$ cat src/hdl/bdsi_pkg.sv
package bdsi_pkg;

  localparam int unsigned Depth      = 16;
  localparam int unsigned ValueWidth = 32;
  localparam int unsigned CountWidth = $clog2(Depth + 1);

  // request codes
  localparam logic [1:0] ReqPush = 2'd0;
  localparam logic [1:0] ReqPop  = 2'd1;
  localparam logic [1:0] ReqPeek = 2'd2;

  // configuration register indexes
  localparam logic [1:0] CfgCapacityLimit = 2'd0;
  localparam logic [1:0] CfgSortedMode    = 2'd1;

  typedef enum logic [1:0] {
    StDone  = 2'd0,
    StFull  = 2'd1,
    StEmpty = 2'd2
  } status_e;

  // command broadcast to every cell
  typedef struct packed {
    logic                  push_en;
    logic                  pop_front_en;
    logic                  sorted;
    logic                  at_front;
    logic [ValueWidth-1:0] value;
  } cell_cmd_t;

  // where a cell sits relative to the fill level
  typedef struct packed {
    logic occupied;
    logic is_tail;
    logic is_next;
  } cell_pos_t;

endpackage

$ cat src/hdl/bdsi_cell.sv
module bdsi_cell
  import bdsi_pkg::*;
(
  input  logic                  clk_i,
  input  cell_cmd_t             cmd_i,
  input  cell_pos_t             pos_i,
  input  logic [ValueWidth-1:0] left_val_i,
  input  logic                  left_done_i,
  input  logic [ValueWidth-1:0] right_val_i,
  input  logic [ValueWidth-1:0] rd_i,
  output logic [ValueWidth-1:0] val_o,
  output logic                  done_o,
  output logic [ValueWidth-1:0] rd_o
);

  logic [ValueWidth-1:0] val_q, val_d;
  logic                  want;
  logic                  here;

  // insertion point: first occupied cell that wants the value, or the first free cell
  always_comb begin
    if (cmd_i.sorted) begin
      want = pos_i.occupied && (cmd_i.value <= val_q);
    end else begin
      want = pos_i.occupied && cmd_i.at_front;
    end
    here = !left_done_i && (want || pos_i.is_next);
  end

  assign done_o = left_done_i || here;

  // next value: insert, shift right behind the insertion point, or shift left on front pop
  always_comb begin
    val_d = val_q;
    if (cmd_i.push_en) begin
      if (here) begin
        val_d = cmd_i.value;
      end else if (left_done_i) begin
        val_d = left_val_i;
      end
    end else if (cmd_i.pop_front_en) begin
      val_d = right_val_i;
    end
  end

  always_ff @(posedge clk_i) begin
    val_q <= val_d;
  end

  assign val_o = val_q;

  // tail value travels along the read chain
  assign rd_o = rd_i | (pos_i.is_tail ? val_q : '0);

endmodule

$ cat src/hdl/bounded_deque_sorted_insert.sv
// Bounded double-ended queue built as a row of shift cells. An operation is
// accepted whenever start is high; busy stays low, so one push, pop or peek
// is taken every clock cycle. Its result appears on the result ports for one
// cycle, flagged by result_valid_o, in the cycle after the transfer: the
// whole cell row compares and shifts in that single cycle. The receiver
// cannot stall, so results must be captured when the strobe is seen. In
// sorted mode a push lands before the first stored value that is greater
// than or equal to it; otherwise at the front or back. Every result carries
// the entry count held before the operation. Configuration writes are always
// ready and are meant to be made while no operation is in flight.
module bounded_deque_sorted_insert
  import bdsi_pkg::*;
(
  input  logic                  clk_i,
  input  logic                  rst_ni,
  // command channel
  input  logic                  start,
  output logic                  busy,
  input  logic [1:0]            req_type_i,
  input  logic                  at_front_i,
  input  logic [31:0]           push_value_i,
  // result channel
  output logic                  result_valid_o,
  output logic [1:0]            status_o,
  output logic [31:0]           read_value_o,
  output logic [4:0]            count_before_o,
  // configuration channel
  input  logic                  cfg_valid_i,
  output logic                  cfg_ready_o,
  input  logic [1:0]            cfg_index_i,
  input  logic [31:0]           cfg_data_i
);

  logic [CountWidth-1:0] count_q, count_d;
  logic [4:0]            cap_limit_q;
  logic                  sorted_q;
  logic                  accept;
  logic [CountWidth-1:0] eff_limit;
  logic                  full;
  logic                  empty;
  cell_cmd_t             cmd;
  cell_pos_t             pos      [Depth];
  logic [ValueWidth-1:0] cell_val [Depth];
  logic                  cell_done[Depth];
  logic [ValueWidth-1:0] cell_rd  [Depth];
  logic [ValueWidth-1:0] rd_value;
  status_e               status;

  logic                  res_valid_q;
  logic [1:0]            res_status_q;
  logic [31:0]           res_value_q;
  logic [4:0]            res_count_q;

  assign busy        = 1'b0;
  assign cfg_ready_o = 1'b1;
  assign accept      = start && !busy;

  // configuration registers
  always_ff @(posedge clk_i or negedge rst_ni) begin
    if (!rst_ni) begin
      cap_limit_q <= '0;
      sorted_q    <= 1'b0;
    end else if (cfg_valid_i && cfg_ready_o) begin
      if (cfg_index_i == CfgCapacityLimit) begin
        cap_limit_q <= cfg_data_i[4:0];
      end else if (cfg_index_i == CfgSortedMode) begin
        sorted_q <= cfg_data_i[0];
      end
    end
  end

  // effective limit saturates at the physical depth; zero means depth
  always_comb begin
    if (cap_limit_q == '0 || 32'(cap_limit_q) > Depth) begin
      eff_limit = CountWidth'(Depth);
    end else begin
      eff_limit = CountWidth'(cap_limit_q);
    end
  end

  assign full  = count_q >= eff_limit;
  assign empty = count_q == '0;

  // broadcast command
  always_comb begin
    cmd.push_en      = accept && (req_type_i == ReqPush) && !full;
    cmd.pop_front_en = accept && (req_type_i == ReqPop) && !empty && at_front_i;
    cmd.sorted       = sorted_q;
    cmd.at_front     = at_front_i;
    cmd.value        = ValueWidth'(push_value_i);
  end

  // cell row
  for (genvar i = 0; i < Depth; i++) begin : g_cell
    logic [ValueWidth-1:0] left_val;
    logic                  left_done;
    logic [ValueWidth-1:0] right_val;
    logic [ValueWidth-1:0] rd_in;

    assign pos[i].occupied = 32'(count_q) > i;
    assign pos[i].is_tail  = 32'(count_q) == i + 1;
    assign pos[i].is_next  = 32'(count_q) == i;

    if (i == 0) begin : g_first
      assign left_val  = '0;
      assign left_done = 1'b0;
      assign rd_in     = '0;
    end else begin : g_mid
      assign left_val  = cell_val[i-1];
      assign left_done = cell_done[i-1];
      assign rd_in     = cell_rd[i-1];
    end

    if (i == Depth - 1) begin : g_last
      assign right_val = '0;
    end else begin : g_notlast
      assign right_val = cell_val[i+1];
    end

    bdsi_cell u_cell (
      .clk_i      (clk_i),
      .cmd_i      (cmd),
      .pos_i      (pos[i]),
      .left_val_i (left_val),
      .left_done_i(left_done),
      .right_val_i(right_val),
      .rd_i       (rd_in),
      .val_o      (cell_val[i]),
      .done_o     (cell_done[i]),
      .rd_o       (cell_rd[i])
    );
  end

  assign rd_value = at_front_i ? cell_val[0] : cell_rd[Depth-1];

  // fill count and status
  always_comb begin
    count_d = count_q;
    status  = StDone;
    if (req_type_i == ReqPush) begin
      if (full) begin
        status = StFull;
      end else begin
        count_d = count_q + 1'b1;
      end
    end else if (req_type_i == ReqPop || req_type_i == ReqPeek) begin
      if (empty) begin
        status = StEmpty;
      end else if (req_type_i == ReqPop) begin
        count_d = count_q - 1'b1;
      end
    end
  end

  always_ff @(posedge clk_i or negedge rst_ni) begin
    if (!rst_ni) begin
      count_q     <= '0;
      res_valid_q <= 1'b0;
    end else begin
      res_valid_q <= accept;
      if (accept) begin
        count_q <= count_d;
      end
    end
  end

  // result register
  always_ff @(posedge clk_i) begin
    if (accept) begin
      res_status_q <= status;
      res_count_q  <= 5'(count_q);
      if ((req_type_i == ReqPop || req_type_i == ReqPeek) && !empty) begin
        res_value_q <= 32'(rd_value);
      end else begin
        res_value_q <= '0;
      end
    end
  end

  assign result_valid_o = res_valid_q;
  assign status_o       = res_status_q;
  assign read_value_o   = res_value_q;
  assign count_before_o = res_count_q;

  // checks
  assert property (@(posedge clk_i) disable iff (!rst_ni) 32'(count_q) <= Depth)
    else $error("entry count beyond depth");

  assert property (@(posedge clk_i) disable iff (!rst_ni)
    accept && req_type_i == ReqPush && full |=> count_q == $past(count_q))
    else $error("refused push changed the count");

  assert property (@(posedge clk_i) disable iff (!rst_ni)
    accept && req_type_i == ReqPush && !full |=> count_q == $past(count_q) + 1'b1)
    else $error("accepted push did not grow the count");

  assert property (@(posedge clk_i) disable iff (!rst_ni)
    result_valid_o |-> 32'(count_before_o) == 32'($past(count_q)))
    else $error("reported count differs from count at transfer");

endmodule

$ cat config.mk
export PLATFORM = sky130hd
export DESIGN_NAME = bounded_deque_sorted_insert
export DESIGN_NICKNAME = d
export VERILOG_FILES = /design/src/hdl/bdsi_pkg.sv /design/src/hdl/bdsi_cell.sv /design/src/hdl/bounded_deque_sorted_insert.sv
export SDC_FILE = /design/constraint.sdc
export NUM_CORES = 2
export LEC_CHECK = 0
export ABC_AREA = 1
export BUFFER_PORTS_ARGS = -buffer_cell sky130_fd_sc_hd__buf_4
export CAP_MARGIN = 20
export CELL_PAD_IN_SITES_DETAIL_PLACEMENT = 1
export CELL_PAD_IN_SITES_GLOBAL_PLACEMENT = 2
export CORE_UTILIZATION = 43
export CTS_CLUSTER_SIZE = 16
export DETAILED_ROUTE_END_ITERATION = 7
export GPL_ROUTABILITY_DRIVEN = 0
export HOLD_SLACK_MARGIN = 0.06
export PLACE_DENSITY = 0.95
export SLEW_MARGIN = 20
export SYNTH_ARGS = -nofsm -noshare
export SYNTH_HDL_FRONTEND = slang
export SYNTH_SLANG_ARGS = --single-unit
$ cat constraint.sdc
create_clock -name clk_i -period 11.98 [get_ports clk_i]
set_clock_uncertainty 0.1 [all_clocks]
set_input_delay 1.198 -clock clk_i [delete_from_list [all_inputs] [get_ports clk_i]]
set_output_delay 1.198 -clock clk_i [all_outputs]
set_load 0.05 [all_outputs]
After elaboration in Yosys (flattened, before gate mapping)
Index checks and enable logic that the tools add are counted.
{ "totals": {"reg_bits": 563, "inputBits": 73, "out_inout_bits": 42, "elab_cells": 346} }
{ "classes": {"addsub": 2, "magnitude_cmp": 34, "n_eq_ne": 37, "mux": 106, "bitwise": 16, "reduce_logical": 128} }
{ "ops": {"columns": ["cell", "n"], "rows": [
  ["two-way mux 32 bit", 80],
  ["less-or-equal comparator 32 bit", 16],
  ["OR 32 bit", 15],
  ["logical AND 1 bit", 53],
  ["!= test 3 x 1 -> 1 bit, second input constant", 15],
  ["equality test 5 x 4 -> 1 bit, second input constant", 8],
  ["greater-than comparator 5 x 4 -> 1 bit, second input constant", 8],
  ["AND reduction 2 bit", 17],
  ["logical OR 1 bit", 32],
  ["two-way mux 5 bit", 6],
  ["equality test 5 x 3 -> 1 bit, second input constant", 4],
  ["greater-than comparator 5 x 3 -> 1 bit, second input constant", 4],
  ["zero test 1 bit", 17],
  ["two-way mux 1 bit", 17],
  ["equality test 5 x 2 -> 1 bit, second input constant", 2],
  ["greater-than comparator 5 x 1 -> 1 bit, second input constant", 2],
  ["greater-than comparator 5 x 2 -> 1 bit, second input constant", 2],
  ["zero test 5 bit", 2],
  ["two-way mux 2 bit", 3],
  ["nonzero test 2 bit", 3],
  ["adder 5 x 1 -> 5 bit, second input constant", 1],
  ["equality test 5 x 1 -> 1 bit, second input constant", 1],
  ["equality test 5 bit, second input constant", 1],
  [">= comparator 5 bit", 1],
  ["other kinds (10)", 13]
]} }

Longest topological paths before layout
{ "depth": {"depth_word": 50, "depth_mapped": 28, "depth_no_buf": 27} }

Modules after synthesis
From an unflattened synthesis, not the netlist that was laid out.
{ "hier_totals": {"cells_unflattened": 7657, "area_unflattened_um2": 53178.5} }
{ "by_module_without_submodules": {"columns": ["module", "n_inst", "cells_per_inst", "area_per_inst_um2", "seq_area_each_um2"], "rows": [
  ["bdsi_cell at g_cell[0].u_cell ...", 15, 458, 3148.0, 960.9],
  ["bdsi_cell at g_cell[15].u_cell", 1, 460, 3149.3, 960.9],
  ["bounded_deque_sorted_insert", 1, 327, 2808.9, 1471.4]
]} }

Least setup slack after synthesis
No wires, ideal clock.
{ "synth_path": {"kind": "input-to-reg", "start": "input port push_value_i[0]", "end": "register g_cell[13].u_cell.val_q[0] (enable)", "setup_time_ps": 432, "arrival_time_ps": 4812, "required_time_ps": 11448, "setup_slack_ps": 6636, "path_stages": 26, "path_buffers": 2, "path_cell_list": "inv_1 -> ha_1 -> inv_1 -> nand2_1 -> nand2_1 -> nand2_1 -> nand2_1 -> nand2_1 -> nand2_1 -> nand2_1 -> nand2_1 -> nand2_1 -> nand2_1 -> nand2_1 -> nand2_1 -> nand2_1 -> nor2_4 -> nand4_2 -> nor2_4 -> nand4_4 -> nor2_4 -> nand4_2 -> nor2_2 -> buf_4 -> buf_4 -> a21oi_1"} }
{ "synth_via": {"elab_chain_len": 44, "word_cells_on_any_way": 96, "cone_classes": "order compare (14); eq/ne (1); mux (14); reduce/logical (67)"} }
{ "synth_lines": {"columns": ["item", "line", "text"], "rows": [
  ["start: declaration", "bounded_deque_sorted_insert.sv:21", "input logic [31:0] push_value_i,"],
  ["less-or-equal comparator 32 bit", "bdsi_cell.sv:23", "want = pos_i.occupied && (cmd_i.value <= val_q);"],
  ["logical AND 1 bit", "bdsi_cell.sv:23", null],
  ["two-way mux 1 bit", "bdsi_cell.sv:22", "if (cmd_i.sorted) begin"],
  ["logical OR 1 bit", "bdsi_cell.sv:27", "here = !left_done_i && (want || pos_i.is_next);"],
  ["zero test 1 bit", "bdsi_cell.sv:27", null],
  ["logical AND 1 bit", "bdsi_cell.sv:27", null],
  ["logical OR 1 bit", "bdsi_cell.sv:30", "assign done_o = left_done_i || here;"],
  ["zero test 1 bit", "bdsi_cell.sv:27", null],
  ["(+28 left out)", null, null],
  ["logical OR 1 bit", "bdsi_cell.sv:30", null],
  ["zero test 1 bit", "bdsi_cell.sv:27", null],
  ["logical AND 1 bit", "bdsi_cell.sv:27", null],
  ["logical OR 1 bit", "bdsi_cell.sv:30", null],
  ["zero test 1 bit", "bdsi_cell.sv:27", null],
  ["logical AND 1 bit", "bdsi_cell.sv:27", null],
  ["!= test 3 x 1 -> 1 bit (no source line) *", null, null],
  ["AND reduction 2 bit (no source line) *", null, null],
  ["end signal: assignment", "bdsi_cell.sv:47", "val_q <= val_d;"],
  ["end: declaration", "bdsi_cell.sv:16", "logic [ValueWidth-1:0] val_q, val_d;"]
]} }
Every way passes the cells marked *; elsewhere a longest branch is shown, timed or not.
A chain may end at the register's enable or synchronous reset.

Worst setup path in the final report
{ "layout_path": {"start": "input port push_value_i[31]", "end": "register g_cell[15].u_cell.val_q[5] (enable)"} }
{ "layout_via": {"elab_chain_len": 50, "word_cells_on_any_way": 110, "cone_classes": "order compare (16); eq/ne (1); mux (16); reduce/logical (77)"} }
{ "layout_lines": {"columns": ["item", "line"], "rows": [
  ["less-or-equal comparator 32 bit", "bdsi_cell.sv:23"],
  ["logical AND 1 bit", "bdsi_cell.sv:23"],
  ["two-way mux 1 bit", "bdsi_cell.sv:22"],
  ["logical OR 1 bit", "bdsi_cell.sv:27"],
  ["zero test 1 bit", "bdsi_cell.sv:27"],
  ["logical AND 1 bit", "bdsi_cell.sv:27"],
  ["logical OR 1 bit", "bdsi_cell.sv:30"],
  ["zero test 1 bit", "bdsi_cell.sv:27"],
  ["(+34 left out)", null],
  ["logical OR 1 bit", "bdsi_cell.sv:30"],
  ["zero test 1 bit", "bdsi_cell.sv:27"],
  ["logical AND 1 bit", "bdsi_cell.sv:27"],
  ["logical OR 1 bit", "bdsi_cell.sv:30"],
  ["zero test 1 bit", "bdsi_cell.sv:27"],
  ["logical AND 1 bit", "bdsi_cell.sv:27"],
  ["!= test 3 x 1 -> 1 bit (no source line) *", null],
  ["AND reduction 2 bit (no source line) *", null],
  ["end signal: assignment", "bdsi_cell.sv:47"],
  ["end: declaration", "bdsi_cell.sv:16"]
]} }
Marks and branches as above.

==> reports/metrics.cfg <==
[run_status]
status=completed

[power_and_ir_drop]
peakVddDrop_mv=0.135
power_mw=7.97
power.leakage_nw=19.4
power_density_mw_per_mm2=170

[sta]
finalHoldViolations=0
tns_ps=0
post-route-period-util_pct=66.7
layout_setup_ws_ps=3990
maxSlewHeadroom_pct=10.2
worstMarginPinSlew_ps=1350
slew_viol_final=0
max_freq_ghz=0.125
rsz0062_at_grt=false
fin_crit_ps=7990
setup-violations-final=0

[worst_setup_path]
crit_required_ps=12170
rrSetupSlack_ps=4420
crit_type=in -> reg
cp_max_fo=36
arrival_ps=8180
r2r_end=g_cell[15].u_cell.val_o[5]
cp-end-kind=flop
crit_path_start_kind=input pin
rr_startpoint=g_cell[11].u_cell.val_o[31]
cp-startpoint=push_value_i[31]
reg2reg_depth=20

[detailed_routing]
num_vias=43900
drt.antenna.violating_nets=0
drt_wl_total_mm=210
vias_per_cell=6.81
drtIter0Drc=6258
drc_errors=0
dr.pass1.iters=8
post_drt_wl_per_cell_um=32.6

[synth]
synth_edf_count=551
synthDistinctLibCells=60
seq_area_frac_synth_pct=39.1
synth_nets=5777
async_flop_share_pct=2.13
synthCells=5179
yosysWarnings=0
syn_area_per_cell_um2=8.31
synth_area_mm2=0.0431
ys_ff_latch=563
ys.flop_type=edfxtp_1

[die]
core_area_mm2=0.0989
fp.dieH_um=318
start_util_pct=43.6
die-area_mm2=0.101
dieWidth_um=318
rows=115
pin_count=115

[clocking]
numClockSinks=563
cts_inserted_buffers=72
clk_pin_slew_ps=60
cts_setup_buffers=0
clk-insertion-delay-late_ps=670
tritoncts=done
cts_resized=0
cts.path.max_buffers=3
root_buffer=clkbuf_16
hold_buffers=0
htreeDepth=3

[final_layout]
final_cell_mix=o21ai_0 (894), inv_1 (671), a21oi_1 (628), nand2_1 (578), edfxtp_1 (551)
drive_above_1_share_pct=6.28
final_nets=5710
final_common_cell=o21ai_0
synthToLayoutAreaGrowth_pct=9.21

[global_route]
grt_max_degree=231
antenna_found_initial=10
grt_overflow_total=0
grt_pass1_wl_mm=299
grt_pass1_vias=43100
grt_usage_pct=40.4

[flow_run]
drv_cap=0

[placed_design]
dp_slack_ps=3800
dp_hpwl_mm=140
port_buffers=85

[worst_hold_path]
min_path_type=in -> async

-- report_power, final --
part / leakage [nW] / internal, mW / total [mW] / switching [mW]
Clock: 1.06 / 1.19 / 2.14 / 0.945
Sequential: 5.28 / 2.56 / 2.73 / 0.167
Combinational: 13.0 / 0.739 / 3.10 / 2.36
-- flip-flops by register name, summed over array words and instances (netlist names) --
name	flops
sorted_q	1
cap_limit_q	5
count_q	5
read_value_o	32
count_before_o	5
status_o	2
g_cell.u_cell.val_o	512
result_valid_o	1
-- Yosys cell counts, types with 4 or more instances --
library cell	n	share of area, %
nand3b_1	6	0.10
edfxtp_1	551	38
nand4_1	42	0.61
nand3_1	198	2.3
nand2_1	591	5.2
buf_6	11	0.29
o21bai_1	7	0.12
nor3_1	53	0.62
o22ai_1	187	2.7
buf_1	18	0.16
dfrtp_1	12	0.70
o21ai_1	29	0.34
nor2_1	190	1.7
buf_4	13	0.23
o21a_1	17	0.30
a2111oi_0	16	0.33
o21ai_0	894	10
nor2_4	4	0.10
ha_1	525	15
nor2_2	4	0.058
o211ai_1	9	0.16
a211oi_1	13	0.23
a31oi_1	18	0.26
a221oi_1	71	1.4
xor2_1	4	0.081
a41oi_1	24	0.49
buf_2	30	0.35
a21o_1	4	0.070
inv_2	4	0.035
a21oi_1	636	7.4
clkinv_1	4	0.035
o221ai_1	12	0.24
nor4_1	30	0.44
inv_1	681	5.9
clkbuf_1	227	2.0
-- per-layer routing --
metal,share of wire [%],global-route usage [%],vias to the layer above
li1,-,-,18500
met1,37,51.2,21400
met2,41,58.5,3099
met3,14,12.9,870
met4,7.9,27.7,14
met5,0.042,0,-
-- worst max path at each step --
stage,end,cells past startpoint
2_1_floorplan,g_cell[13].u_cell.val_o[0],26
3_3_place_gp,g_cell[15].u_cell.val_o[15],20
3_5_place_dp,g_cell[15].u_cell.val_o[15],21
6_report,g_cell[15].u_cell.val_o[5],20
4_1_cts,g_cell[15].u_cell.val_o[8],20
5_1_grt,g_cell[15].u_cell.val_o[14],21
-- critical path: stages --
cell     delay (ps)
buf_4           240
ha_1            350
nand2_1          70
nor2_1           90
nand2_1         100
nor4_1          820
inv_1           120
nor4_1          650
nand2_1         110
nand2_1          80
a31oi_1         120
nor2_4          110
buf_4           640
nand3_2         270
nor2_8          800
nand3_4         870
nand3_1         260
nand2_1         130
nand2_2         550
buf_4           540
-- area by class of cell --
type	instances	area (um^2)
Antenna cell	6	15.0
Sequential cell	563	16800
Tap cell	1287	1610
Multi-Input combinational cell	3627	22500
Fill cell	11700	51800
Clock buffer	95	2010
Clock inverter	29	153
Inverter	689	2590
Timing Repair Buffer	159	1250
-- through the flow --
stage / cell area (um^2) / utilization, % / cells / hold WS [ps]
floorplan: 43100 / - / 5179 / 348
global placement: 44800 / 45.3 / 6323 / 406
detailed placement: 44800 / 45.3 / 6323 / 427
CTS: 47000 / 47.5 / 6447 / 273
global route: 47000 / 47.6 / 6449 / 308
finish: 47000 / 47.6 / 6455 / 288
-- cells by family (layout without fill, tap and decap cells) --
group           Yosys count  count (layout)  synth area share [%]
mux                       3               3                0.0785
buf+inv                 989             972                  9.03
flops                   563             563                  39.1
other cells               2               8                0.0174
fa+ha+maj               525             525                  15.3
simple gates           1142            1142                  11.7
xor+xnor                  4               4                0.0814
compound gates         1951            1951                  24.8
No activity file was read; power rests on OpenSTA's default activity.
